File: src/rtl/bsa_pkg.sv
// ----------------------------------------------------------------------------
// bsa_pkg
// Shared types and constants of the byte stream accumulator CPU: opcodes,
// framing phases, the decoded command passed from front to back, and the
// result record.
// ----------------------------------------------------------------------------
package bsa_pkg;

    localparam int QUEUE_DEPTH      = 2;
    localparam int NUM_VISIBLE_REGS = 4;

    typedef enum logic [3:0] {
        OP_LOAD  = 4'h1,
        OP_ADD   = 4'h2,
        OP_SUB   = 4'h3,
        OP_STORE = 4'h4,
        OP_NOP   = 4'h5,
        OP_AND   = 4'h6,
        OP_OR    = 4'h7,
        OP_XOR   = 4'h8
    } t_opcode;

    typedef enum logic [1:0] {
        PH_OPCODE,
        PH_INDEX,
        PH_IMM
    } t_phase;

    typedef enum logic [1:0] {
        CMD_NOP,
        CMD_EXEC,
        CMD_BAD_OP
    } t_cmd_kind;

    typedef enum logic [1:0] {
        ST_OK      = 2'd0,
        ST_BAD_REG = 2'd1,
        ST_HALTED  = 2'd2
    } t_status;

    typedef struct packed {
        t_cmd_kind   kind;
        t_opcode     opcode;
        logic [7:0]  reg_index;
        logic [7:0]  imm;
    } t_cmd;

    typedef struct packed {
        logic                              reg_write;
        logic [1:0]                        dest_register;
        logic [7:0]                        written_value;
        logic                              mem_write;
        logic [7:0]                        mem_address;
        logic [7:0]                        mem_data;
        t_status                           status;
        logic [NUM_VISIBLE_REGS-1:0][7:0]  reg_values;
    } t_result;

endpackage

File: src/rtl/bsa_front.sv
// ----------------------------------------------------------------------------
// bsa_front
// Frames the code byte stream into instructions and pushes one decoded
// command per instruction into the queue. Owns the halted flag.
// ----------------------------------------------------------------------------
module bsa_front
    import bsa_pkg::*;
(
    input  logic       i_clk,
    input  logic       i_rst_n,
    input  logic       i_valid,
    output logic       o_ready,
    input  logic [7:0] i_code_byte,
    input  logic       i_full,
    output logic       o_push,
    output t_cmd       o_cmd
);

    t_phase     r_phase, n_phase;
    t_opcode    r_opcode, n_opcode;
    logic [7:0] r_index, n_index;
    logic       r_halted, n_halted;
    logic       accept;
    logic       op_known;

    // once halted, swallow every byte without touching the queue
    assign o_ready  = r_halted || !i_full;
    assign accept   = i_valid && o_ready && !r_halted;
    assign op_known = (i_code_byte[7:4] == 4'h0) && (i_code_byte[3:0] != 4'h0)
                      && (i_code_byte[3:0] <= OP_XOR);

    always_ff @(posedge i_clk) begin
        if (!i_rst_n) begin
            r_phase  <= PH_OPCODE;
            r_opcode <= OP_LOAD;
            r_index  <= '0;
            r_halted <= 1'b0;
        end else begin
            r_phase  <= n_phase;
            r_opcode <= n_opcode;
            r_index  <= n_index;
            r_halted <= n_halted;
        end
    end

    always_comb begin
        n_phase         = r_phase;
        n_opcode        = r_opcode;
        n_index         = r_index;
        n_halted        = r_halted;
        o_push          = 1'b0;
        o_cmd.kind      = CMD_NOP;
        o_cmd.opcode    = r_opcode;
        o_cmd.reg_index = r_index;
        o_cmd.imm       = i_code_byte;
        if (accept) begin
            unique case (r_phase)
                PH_OPCODE: begin
                    if (op_known && (t_opcode'(i_code_byte[3:0]) == OP_NOP)) begin
                        o_push = 1'b1;
                    end else if (op_known) begin
                        n_opcode = t_opcode'(i_code_byte[3:0]);
                        n_phase  = PH_INDEX;
                    end else begin
                        o_push     = 1'b1;
                        o_cmd.kind = CMD_BAD_OP;
                        n_halted   = 1'b1;
                    end
                end
                PH_INDEX: begin
                    n_index = i_code_byte;
                    n_phase = PH_IMM;
                end
                PH_IMM: begin
                    o_push     = 1'b1;
                    o_cmd.kind = CMD_EXEC;
                    n_phase    = PH_OPCODE;
                end
                default: begin
                    n_phase = PH_OPCODE;
                end
            endcase
        end
    end

    a_no_push_halted: assert property (@(posedge i_clk) disable iff (!i_rst_n)
        r_halted |-> !o_push)
        else $error("front pushed a command while halted");

endmodule

File: src/rtl/bsa_queue.sv
// ----------------------------------------------------------------------------
// bsa_queue
// Short command queue between front and back so each side stalls on its own.
// ----------------------------------------------------------------------------
module bsa_queue
    import bsa_pkg::*;
(
    input  logic i_clk,
    input  logic i_rst_n,
    input  logic i_push,
    input  t_cmd i_cmd,
    output logic o_full,
    input  logic i_pop,
    output logic o_empty,
    output t_cmd o_cmd
);

    localparam int PTR_W = (QUEUE_DEPTH > 1) ? $clog2(QUEUE_DEPTH) : 1;
    localparam int CNT_W = $clog2(QUEUE_DEPTH + 1);

    t_cmd               r_mem [QUEUE_DEPTH];
    logic [PTR_W-1:0]   r_wr_ptr, r_rd_ptr;
    logic [CNT_W-1:0]   r_count;

    assign o_full  = (r_count == CNT_W'(QUEUE_DEPTH));
    assign o_empty = (r_count == '0);
    assign o_cmd   = r_mem[r_rd_ptr];

    always_ff @(posedge i_clk) begin
        if (i_push) begin
            r_mem[r_wr_ptr] <= i_cmd;
        end
    end

    always_ff @(posedge i_clk) begin
        if (!i_rst_n) begin
            r_wr_ptr <= '0;
            r_rd_ptr <= '0;
            r_count  <= '0;
        end else begin
            if (i_push) begin
                r_wr_ptr <= (r_wr_ptr == PTR_W'(QUEUE_DEPTH - 1)) ? '0 : r_wr_ptr + 1'b1;
            end
            if (i_pop) begin
                r_rd_ptr <= (r_rd_ptr == PTR_W'(QUEUE_DEPTH - 1)) ? '0 : r_rd_ptr + 1'b1;
            end
            unique case ({i_push, i_pop})
                2'b10:   r_count <= r_count + 1'b1;
                2'b01:   r_count <= r_count - 1'b1;
                default: r_count <= r_count;
            endcase
        end
    end

    a_no_overflow: assert property (@(posedge i_clk) disable iff (!i_rst_n)
        o_full |-> !i_push || i_pop)
        else $error("push into a full queue");

    a_no_underflow: assert property (@(posedge i_clk) disable iff (!i_rst_n)
        i_pop |-> !o_empty)
        else $error("pop from an empty queue");

endmodule

File: src/rtl/bsa_back.sv
// ----------------------------------------------------------------------------
// bsa_back
// Executes decoded commands against the register file and holds the result
// in an output register until the downstream transaction completes.
// ----------------------------------------------------------------------------
module bsa_back
    import bsa_pkg::*;
#(
    parameter int NUM_REGISTERS = 4
) (
    input  logic    i_clk,
    input  logic    i_rst_n,
    input  logic    i_empty,
    input  t_cmd    i_cmd,
    output logic    o_pop,
    output logic    o_valid,
    input  logic    i_ready,
    output t_result o_result
);

    localparam int IDX_W   = (NUM_REGISTERS > 1) ? $clog2(NUM_REGISTERS) : 1;
    localparam int N_SHOWN = (NUM_REGISTERS < NUM_VISIBLE_REGS) ? NUM_REGISTERS
                                                                 : NUM_VISIBLE_REGS;

    logic [7:0] r_rf [NUM_REGISTERS];
    logic [7:0] n_rf [NUM_REGISTERS];
    logic       r_out_valid;
    t_result    r_out, n_out;
    logic       idx_ok;
    logic [7:0] cur;
    logic [7:0] alu;

    // advance whenever a command is waiting and the output slot is free or being drained
    assign o_pop   = !i_empty && (!r_out_valid || i_ready);
    assign o_valid = r_out_valid;
    assign o_result = r_out;

    assign idx_ok = (i_cmd.reg_index < 8'(NUM_REGISTERS));

    always_comb begin
        cur = '0;
        if (idx_ok) begin
            cur = r_rf[i_cmd.reg_index[IDX_W-1:0]];
        end
    end

    always_comb begin
        unique case (i_cmd.opcode)
            OP_LOAD: alu = i_cmd.imm;
            OP_ADD:  alu = cur + i_cmd.imm;
            OP_SUB:  alu = cur - i_cmd.imm;
            OP_AND:  alu = cur & i_cmd.imm;
            OP_OR:   alu = cur | i_cmd.imm;
            default: alu = cur ^ i_cmd.imm;
        endcase
    end

    always_comb begin
        n_rf  = r_rf;
        n_out = '0;
        unique case (i_cmd.kind)
            CMD_EXEC: begin
                if (i_cmd.opcode == OP_STORE) begin
                    n_out.mem_write   = 1'b1;
                    n_out.mem_address = i_cmd.imm;
                    n_out.mem_data    = cur;
                end else if (idx_ok) begin
                    n_rf[i_cmd.reg_index[IDX_W-1:0]] = alu;
                    n_out.reg_write     = 1'b1;
                    n_out.dest_register = i_cmd.reg_index[1:0];
                    n_out.written_value = alu;
                end
                n_out.status = idx_ok ? ST_OK : ST_BAD_REG;
            end
            CMD_BAD_OP: n_out.status = ST_HALTED;
            default:    n_out.status = ST_OK;
        endcase
        // visible slots past the last register stay zero
        for (int r = 0; r < N_SHOWN; r++) begin
            n_out.reg_values[r] = n_rf[r];
        end
    end

    always_ff @(posedge i_clk) begin
        if (!i_rst_n) begin
            for (int r = 0; r < NUM_REGISTERS; r++) begin
                r_rf[r] <= '0;
            end
            r_out_valid <= 1'b0;
        end else begin
            if (o_pop) begin
                r_rf        <= n_rf;
                r_out_valid <= 1'b1;
            end else if (i_ready) begin
                r_out_valid <= 1'b0;
            end
        end
    end

    always_ff @(posedge i_clk) begin
        if (o_pop) begin
            r_out <= n_out;
        end
    end

    a_one_write: assert property (@(posedge i_clk) disable iff (!i_rst_n)
        r_out_valid |-> !(r_out.reg_write && r_out.mem_write))
        else $error("register and memory write in one result");

    a_halt_quiet: assert property (@(posedge i_clk) disable iff (!i_rst_n)
        (r_out_valid && r_out.status == ST_HALTED) |-> !r_out.reg_write && !r_out.mem_write)
        else $error("halt result carries a write");

endmodule

File: src/rtl/byte_stream_accumulator_cpu.sv
// ----------------------------------------------------------------------------
// byte_stream_accumulator_cpu
// Byte-stream accumulator CPU: frames code bytes into instructions and
// executes them against a small register file.
// ----------------------------------------------------------------------------
// Takes one code byte per cycle while the command queue is not full, with
// no bubbles between instructions. NOP is one byte; every other opcode takes
// an index byte and an immediate byte, and the instruction executes on its
// last byte. A result transaction is registered first in the command queue
// between the framing front and the executing back, then in the back's
// output register behind its ALU. Bytes that are not the last of an
// instruction produce no result. An unknown opcode yields one result with
// status 2 and halts the block; after that every byte is accepted and dropped
// until reset.
module byte_stream_accumulator_cpu
    import bsa_pkg::*;
#(
    parameter int NUM_REGISTERS = 4
) (
    input  logic       i_clk,
    input  logic       i_rst_n,
    input  logic       i_valid,
    output logic       o_ready,
    input  logic [7:0] i_code_byte,
    output logic       o_valid,
    input  logic       i_ready,
    output logic       o_reg_write,
    output logic [1:0] o_dest_register,
    output logic [7:0] o_written_value,
    output logic       o_mem_write,
    output logic [7:0] o_mem_address,
    output logic [7:0] o_mem_data,
    output logic [1:0] o_status,
    output logic [7:0] o_reg0_value,
    output logic [7:0] o_reg1_value,
    output logic [7:0] o_reg2_value,
    output logic [7:0] o_reg3_value
);

    logic    push, pop, full, empty;
    t_cmd    push_cmd, pop_cmd;
    t_result result;

    bsa_front u_front (
        .i_clk       (i_clk),
        .i_rst_n     (i_rst_n),
        .i_valid     (i_valid),
        .o_ready     (o_ready),
        .i_code_byte (i_code_byte),
        .i_full      (full),
        .o_push      (push),
        .o_cmd       (push_cmd)
    );

    bsa_queue u_queue (
        .i_clk   (i_clk),
        .i_rst_n (i_rst_n),
        .i_push  (push),
        .i_cmd   (push_cmd),
        .o_full  (full),
        .i_pop   (pop),
        .o_empty (empty),
        .o_cmd   (pop_cmd)
    );

    bsa_back #(
        .NUM_REGISTERS (NUM_REGISTERS)
    ) u_back (
        .i_clk    (i_clk),
        .i_rst_n  (i_rst_n),
        .i_empty  (empty),
        .i_cmd    (pop_cmd),
        .o_pop    (pop),
        .o_valid  (o_valid),
        .i_ready  (i_ready),
        .o_result (result)
    );

    assign o_reg_write     = result.reg_write;
    assign o_dest_register = result.dest_register;
    assign o_written_value = result.written_value;
    assign o_mem_write     = result.mem_write;
    assign o_mem_address   = result.mem_address;
    assign o_mem_data      = result.mem_data;
    assign o_status        = result.status;
    assign o_reg0_value    = result.reg_values[0];
    assign o_reg1_value    = result.reg_values[1];
    assign o_reg2_value    = result.reg_values[2];
    assign o_reg3_value    = result.reg_values[3];

endmodule
File: config.mk
export PLATFORM = sky130hd
export DESIGN_NAME = byte_stream_accumulator_cpu
export DESIGN_NICKNAME = d
export VERILOG_FILES = /design/src/rtl/bsa_pkg.sv /design/src/rtl/bsa_front.sv /design/src/rtl/bsa_queue.sv /design/src/rtl/bsa_back.sv /design/src/rtl/byte_stream_accumulator_cpu.sv
export SDC_FILE = /design/constraint.sdc
export NUM_CORES = 1
export LEC_CHECK = 0
export ABC_AREA = 1
export ABC_CLOCK_PERIOD_IN_PS = 4050
export BUFFER_PORTS_ARGS = -buffer_cell sky130_fd_sc_hd__buf_4
export CELL_PAD_IN_SITES_DETAIL_PLACEMENT = 2
export CELL_PAD_IN_SITES_GLOBAL_PLACEMENT = 2
export CORE_MARGIN = 10
export CORE_UTILIZATION = 33
export CTS_CLUSTER_SIZE = 25
export DETAILED_ROUTE_END_ITERATION = 12
export PLACE_DENSITY_LB_ADDON = 0.2
export SLEW_MARGIN = 20
export SYNTH_ARGS = -nofsm -noshare
export SYNTH_HDL_FRONTEND = slang
export SYNTH_SLANG_ARGS = --single-unit
export TNS_END_PERCENT = 5
File: constraint.sdc
create_clock -name i_clk -period 4.05 [get_ports i_clk]
set_input_delay 0.2025 -clock i_clk [delete_from_list [all_inputs] [get_ports i_clk]]
set_output_delay 0.2025 -clock i_clk [all_outputs]
set_load 0.05 [all_outputs]
==> impl_metrics.csv, run 1 <==
group,metric,value,unit
detailed_routing,drt_wl_total,24.97,mm
die,dieArea,29000,um^2
cells_and_area,syn2layout_area_growth,21.35,%
cells_and_area,num_antenna_cells,0,
critical_path,cp_max_fo,19,
worst_hold_path,hold_path_class,"in2reg",
cts,cts.sinks,159,
cts,cts_tree,"built",
critical_path,end_kind,"flop",
power,power.density,948.0,nW/um^2
grt,grt_first_pass_wirelength,39.50,mm
critical_path,crit_type,"reg2reg",
critical_path,worst_ep_required_time,4220,ps
detailed_routing,vias,6064,
critical_path,r2r-end,"u_back.o_result[4]",
cells_and_area,final_area,9045,um^2
die,die_w,170.3,um
yosys,synth_area_leaders,"edfxtp_1, dfxtp_1, nand2_1, inv_1, nor2_1",
yosys,ys_seq_elements,159,
worst_hold_path,hold_depth,1,
placement,placed_area,8389,um^2
sta,final-setup-viol-count,0,
power,ir_worst_vdd,0.001178,V
placement,gp_congestion,0.8746,
cts,ctsHtreeMaxLevel,4,
critical_path,worstPathArrival,3960,ps
sta,fmax,0.2640,GHz
detailed_routing,drc_errors,0,
cells_and_area,utilization,0.4106,
yosys,synth_cell_types,38,
yosys,synth_common_cells,"nand2_1, inv_1, edfxtp_1",
yosys,synthFlopType,"edfxtp_1",
yosys,synth-async-reset-ratio,0,
grt,grt.total_usage,0.1755,
grt,gr-max-usage-layer,"met2",
grt,overflow,0,
critical_path,r2r_cells,18,
status,status,"complete, no violations",
critical_path,cpPeakStageDelay,420,ps
critical_path,crit_top_cell,"nand2_1",
die,num_rows,54,
run,maxCapViolCount,0,
yosys,syn-num-nets,861,
yosys,syn_area_per_cell,9.067,um^2
grt,grt_util_met1,0.2054,
cells_and_area,multiInputGateArea,2618,um^2
sta,relSlewSlack,0.3685,
die,boundaryPins,76,
placement,place_hpwl,17.87,mm
sta,tightest_slew,946.1,ps
detailed_routing,via_per_inst,5.020,
yosys,yosysTopAreaCellShare,0.4271,
sta,finalClockSkew,19.78,ps
detailed_routing,dr.first_iter.drc_count,306,
detailed_routing,antenna_left,0,
cts,clk_latency,440,ps
grt,grt_pass1_vias,6966,
yosys,synth.most_common_cell,"nand2_1",
cts,clockRootBuffer,"clkbuf_16",
power,leakagePower,3.986,nW
yosys,seq_area_frac_synth,0.5694,
cells_and_area,regArea,4245,um^2
sta,fin_tns_setup,0,ps
critical_path,start_kind,"flop",
worst_hold_path,worstHoldStart,"i_code_byte[1]",
die,core_area,22030,um^2
grt,grt_start_max_net_pins,107,
die,die_h,170.3,um
cts,cts_buffers,17,
grt,grtUsageMet2,0.3195,
worst_hold_path,min_to,"u_queue.r_mem[1][1]",
grt,antenna_found_initial,0,
detailed_routing,dr.pass1.iters,4,
sta,min_period_over_period,0.9353,
sta,report.final.slew_viol_count,0,
grt,use_met3,0.03054,
placement,io_buffers,75,
yosys,synth_edf_count,106,
die,initial_core_util,0.3384,
sta,hold_viol,0,
cts,clock_path_buffers,2,
yosys,yosys.area.top_type,"edfxtp_1",
yosys,netlist_area,7453,um^2
cells_and_area,drive_above_1_share,0.1541,
critical_path,rrSetupSlack,260,ps
cells_and_area,fillCellCount,2392,
critical_path,crit_path_top_delay_cell,"fa_1",
detailed_routing,wire_per_inst,20.67,um
cells_and_area,nets,954,
sta,period_needed,3788,ps
critical_path,crit_chain,"buf_12 -> o21ai_2 -> inv_2 -> nor2_1 -> buf_4 -> a22oi_1 -> a21oi_2 -> inv_1 -> ha_1 -> fa_1 -> inv_1 -> nand3_1 -> nand2_1 -> nand2_1 -> a221oi_1 -> nand2_1 -> nand2_1 -> nand2_1",
yosys,yosysWarnings,0,
yosys,synth_cells,822,
cts,clk_pin_slew_worst_paths,70,ps
timing repair:
item | in CTS | in global routing
setup buffers | 1 | 0
endpoints found under the hold margin | 12 | 0
hold buffers | 6 | 0
gates resized for setup | 1 | 6
endpoints found under the setup margin | 17 | 35
pin swaps | 1 | 1
metal layers:
metal	up-vias	share of wire
met2	93	0.52
met3	21	0.030
met5	-	0
li1	2891	-
met4	0	0.013
met1	3059	0.43
cells by family (layout without fill, tap and decap cells):
logic type,after synthesis,count (layout),synth area share
adders and majority gates,27,27,0.04633
buffers and inverters,155,261,0.08242
xor gates and xnor gates,5,5,0.005875
and+or+nand+nor,325,325,0.1778
DFF,159,159,0.5694
AOI/OAI and AO/OA,149,149,0.1155
muxes,2,2,0.002686
worst max-delay path, delay by kind of cell, from the launching register on:
kind | cells | cell delay (ps)
compound gates | 4 | 1000
fa+ha+maj | 2 | 650
buf+inv | 5 | 680
simple gates | 7 | 820
flops | 1 | 360
cell type report:
| cell class | count | area share |
|---|---|---|
| timing repair buffer | 95 | 0.08369 |
| tap | 280 | 0.03873 |
| clock buffer | 20 | 0.04828 |
| inverter | 134 | 0.05561 |
| multi-input combinational | 508 | 0.2894 |
| clock inverter | 12 | 0.01494 |
| sequential | 159 | 0.4694 |
power breakdown:
part / total, mW / switching [mW] / internal (mW)
clock: 1.62 / 0.702 / 0.915
combinational: 4.24 / 3.10 / 1.14
sequential: 2.72 / 0.279 / 2.44
total: 8.57 / 4.09 / 4.49
cells in the final DEF, fill, tap and decap left out, types with 4 or more instances in the layout:
cell type	synthesis	layout
inv_2	4	5
o22ai_1	4	4
nor3_1	4	4
inv_1	130	129
a21oi_1	53	51
o21ai_1	5	6
ha_1	26	26
edfxtp_1	106	106
o211ai_1	5	5
nand3_1	38	38
buf_4	2	86
clkbuf_16	0	17
o21ai_0	42	41
a22oi_1	14	14
nand2_1	178	178
o21ai_2	5	5
xor2_1	5	5
dfxtp_1	53	52
dlygate4sd3_1	0	6
or2_2	4	4
nor2_1	90	89
a31oi_1	11	11
metrics by stage:
| step | hold slack, ps | std cells | worst slack, ps | power (mW) |
|---|---|---|---|---|
| 6_report | 29.17 | 1208 | 262.1 | 8.574 |
| 5_1_grt | 26.46 | 1208 | -8.503 | 9.133 |
| 4_1_cts | 15.33 | 1208 | 47.19 | 8.657 |
| 3_5_place_dp | 417.8 | 1169 | -152.3 | 6.971 |
| 3_3_place_gp | 415.8 | 1169 | 112.7 | 6.769 |
| 2_1_floorplan | 301.4 | 822 | 86.14 | 5.510 |
registers in the layout (all words and copies together), names as in the netlist, named ones only:
name and count:
u_queue.r_wr_ptr 1, u_queue.r_rd_ptr 1, u_back.o_valid 1, u_queue.r_mem 44
u_front.r_phase 2, u_back.o_result 62, u_back.r_rf 32, u_front.r_opcode 4
u_front.r_halted 1, u_queue.r_count 2, u_front.r_index 8
worst max path at each step:
| stage | from | endpoint | slack, ps |
|---|---|---|---|
| after global routing | flop | u_back.r_rf[29] | -9 |
| after global placement | flop | u_back.o_result[29] | 110 |
| after floorplan | u_back.o_valid | u_queue.r_count[1] | 90 |
| after CTS | flop | u_back.o_result[21] | 50 |
| final | flop | u_back.o_result[4] | 260 |
| after detailed placement | flop | u_back.r_rf[6] | -150 |
Power figures use the tool's default switching activity.
==> run 2, diff against run 1 <==
--- a/config.mk
+++ b/config.mk
@@ -8,14 +8,12 @@
 export ABC_AREA = 1
 export ABC_CLOCK_PERIOD_IN_PS = 4050
 export BUFFER_PORTS_ARGS = -buffer_cell sky130_fd_sc_hd__buf_4
-export CELL_PAD_IN_SITES_DETAIL_PLACEMENT = 2
-export CELL_PAD_IN_SITES_GLOBAL_PLACEMENT = 2
 export CORE_MARGIN = 10
-export CORE_UTILIZATION = 33
+export CORE_UTILIZATION = 53
 export CTS_CLUSTER_SIZE = 25
 export DETAILED_ROUTE_END_ITERATION = 12
 export PLACE_DENSITY_LB_ADDON = 0.2
-export SLEW_MARGIN = 20
+export REMOVE_ABC_BUFFERS = 1
 export SYNTH_ARGS = -nofsm -noshare
 export SYNTH_HDL_FRONTEND = slang
 export SYNTH_SLANG_ARGS = --single-unit
==> run 2 against run 1 <==
Against the previous run: register-to-register slack better by 150 ps; non-clock buffer count up 1; die area down 34%; fmax up 4.0%; combinational power down 6.4%; sequential power about the same; via count down 3.8%; first-iteration DRC count up 74%.
==> impl_metrics.csv, run 2 (same netlist as run 1, synthesis figures left out) <==
group,metric,value,unit
sta,relSlewSlack,0.4443,
run,maxCapViolCount,0,
placement,placed_area,8244,um^2
grt,grt_first_pass_wirelength,28.68,mm
sta,period_needed,3643,ps
detailed_routing,drc_errors,0,
cts,clock_path_buffers,2,
detailed_routing,dr.pass1.iters,5,
cells_and_area,num_antenna_cells,0,
critical_path,end_kind,"flop",
critical_path,start_kind,"flop",
worst_hold_path,hold_path_class,"in2reg",
grt,overflow,0,
detailed_routing,dr.first_iter.drc_count,532,
critical_path,worstPathArrival,4010,ps
cts,cts_tree,"built",
power,total_power,8.219,mW
cts,cts.sinks,159,
sta,hold_viol,0,
die,core_area,13830,um^2
critical_path,crit_type,"reg2reg",
status,status,"complete, no violations",
sta,report.final.slew_viol_count,0,
critical_path,rrSetupSlack,410,ps
detailed_routing,antenna_left,0,
sta,fin_tns_setup,0,ps
placement,place_hpwl,12.82,mm
die,die_h,138.6,um
power,switching_share,0.4559,
power,power.switching,3.747,mW
sta,min_period_over_period,0.8995,
grt,grt_pass1_vias,5620,
sta,final-setup-viol-count,0,
detailed_routing,via_per_inst,5.262,
power,internal_power,4.472,mW
cells_and_area,regArea,4244,um^2
sta,finalClockSkew,12.39,ps
detailed_routing,drt_wl_total,17.90,mm
detailed_routing,wire_per_inst,16.14,um
grt,grt.total_usage,0.1845,
power,leakagePower,3.987,nW
cells_and_area,final_area,8914,um^2
grt,grt_start_max_net_pins,107,
cts,ctsHtreeMaxLevel,4,
power,comb_power_share,0.483,
die,boundaryPins,76,
die,num_rows,43,
cells_and_area,layout_common_cells,"nand2_1, inv_1, edfxtp_1, nor2_1, buf_4",
die,die_w,138.6,um
grt,antenna_found_initial,0,
critical_path,worst_ep_required_time,4420,ps
placement,gp_congestion,0.9297,
cts,clk_latency,430,ps
cts,clk_pin_slew_worst_paths,60,ps
cells_and_area,drive_above_1_share,0.1507,
critical_path,cp_max_fo,8,
power,ir_worst_vdd,0.0005917,V
power,power.density,922.1,nW/um^2
cells_and_area,largest_reg_flops,62,
cts,clockRootBuffer,"clkbuf_16",
placement,io_buffers,75,
detailed_routing,vias,5836,
cells_and_area,multiInputGateArea,2619,um^2
power,clock_power_share,0.189,
cells_and_area,nets,955,
cells_and_area,syn2layout_area_growth,19.59,%
cells_and_area,fillCellCount,1131,
power,p_seq_frac,0.328,
sta,fin_hold_ws,108.3,ps
cts,cts_buffers,17,
sta,fmax,0.2745,GHz
die,initial_core_util,0.5390,
sta,tightest_slew,832.6,ps
sta,rsz0062_at_grt,"false",
cells_and_area,final_common_cell,"nand2_1",
die,dieArea,19210,um^2
[run 2: cell types whose count changed in the layout (fill, tap and decap cells not counted), sizes merged]
cell / previous run / this run
clkbuf: 20 / 24
dlygate4sd3: 6 / 8
buf: 89 / 88
bufinv: 2 / 1
clkinv: 4 / 3
clkinvlp: 2 / 1
inv: 138 / 137
[run 2: worst max-delay path, stage by stage, from the launching register on]
cell and delay [ps]:
dfxtp_1 470, nand2_1 110, o21ai_2 130, inv_1 150, nor2_1 110, buf_4 190
a22oi_1 120, a21oi_1 250, inv_1 140, ha_1 220, fa_1 400, inv_1 70
nand3_1 60, nand2_1 100, nand2_1 80, nand2_1 70, a21oi_1 80, nand2_1 60
nand2_1 40, o211ai_1 200, buf_4 170, nand3_1 100, o211ai_1 120, nand2_1 90
inv_1 70
[run 2: what timing repair did]
item | in CTS | in global routing
hold endpoints to repair | 16 | 0
setup buffers | 0 | 1
setup endpoints to repair | 0 | 14
resized for setup | 0 | 4
hold buffers | 8 | 0
[run 2: worst paths after layout]
check / from / to / cells past startpoint
setup reg to reg: flop / u_back.r_rf[30] / 24
hold reg to reg: u_front.r_index[4] / u_queue.r_mem[1][12] / 0
setup / recovery: flop / u_back.r_rf[30] / 24
hold / removal: i_ready / u_back.o_valid / 4
[run 2: cell type report]
class / instances / area share
Inverter: 134 / 0.05643
Sequential cell: 159 / 0.4761
Multi-Input combinational cell: 508 / 0.2938
Clock inverter: 8 / 0.008563
Clock buffer: 24 / 0.05531
Tap cell: 180 / 0.02527
Timing Repair Buffer: 96 / 0.08450
[run 2: power groups by stage]
stage	Combinational, mW	Sequential (mW)	Clock (mW)
after floorplan	1.46	3.48	0
after global placement	3.88	2.71	0
after detailed placement	3.94	2.72	0
after CTS	3.96	2.69	1.56
after global routing	4.34	2.75	1.64
final	3.97	2.69	1.55
[run 2: per-stage QoR]
| stage | utilization | setup slack (ps) | cells |
|---|---|---|---|
| 2_1_floorplan | - | -3298 | 801 |
| 4_1_cts | 0.6432 | 164.7 | 1108 |
| 5_1_grt | 0.6446 | 4.126 | 1109 |
| 3_5_place_dp | 0.5962 | 239.1 | 1068 |
| 6_report | 0.6446 | 407.2 | 1109 |
| 3_3_place_gp | 0.5962 | 332.9 | 1068 |
[run 2: per-layer routing]
metal  up-vias  track usage  wire [um]
li1       2897            -          -
met1      2670       0.2214       7332
met2       229       0.3047       8812
met3        40      0.04521       1230
met4         0      0.08824        525
met5         -            0          0
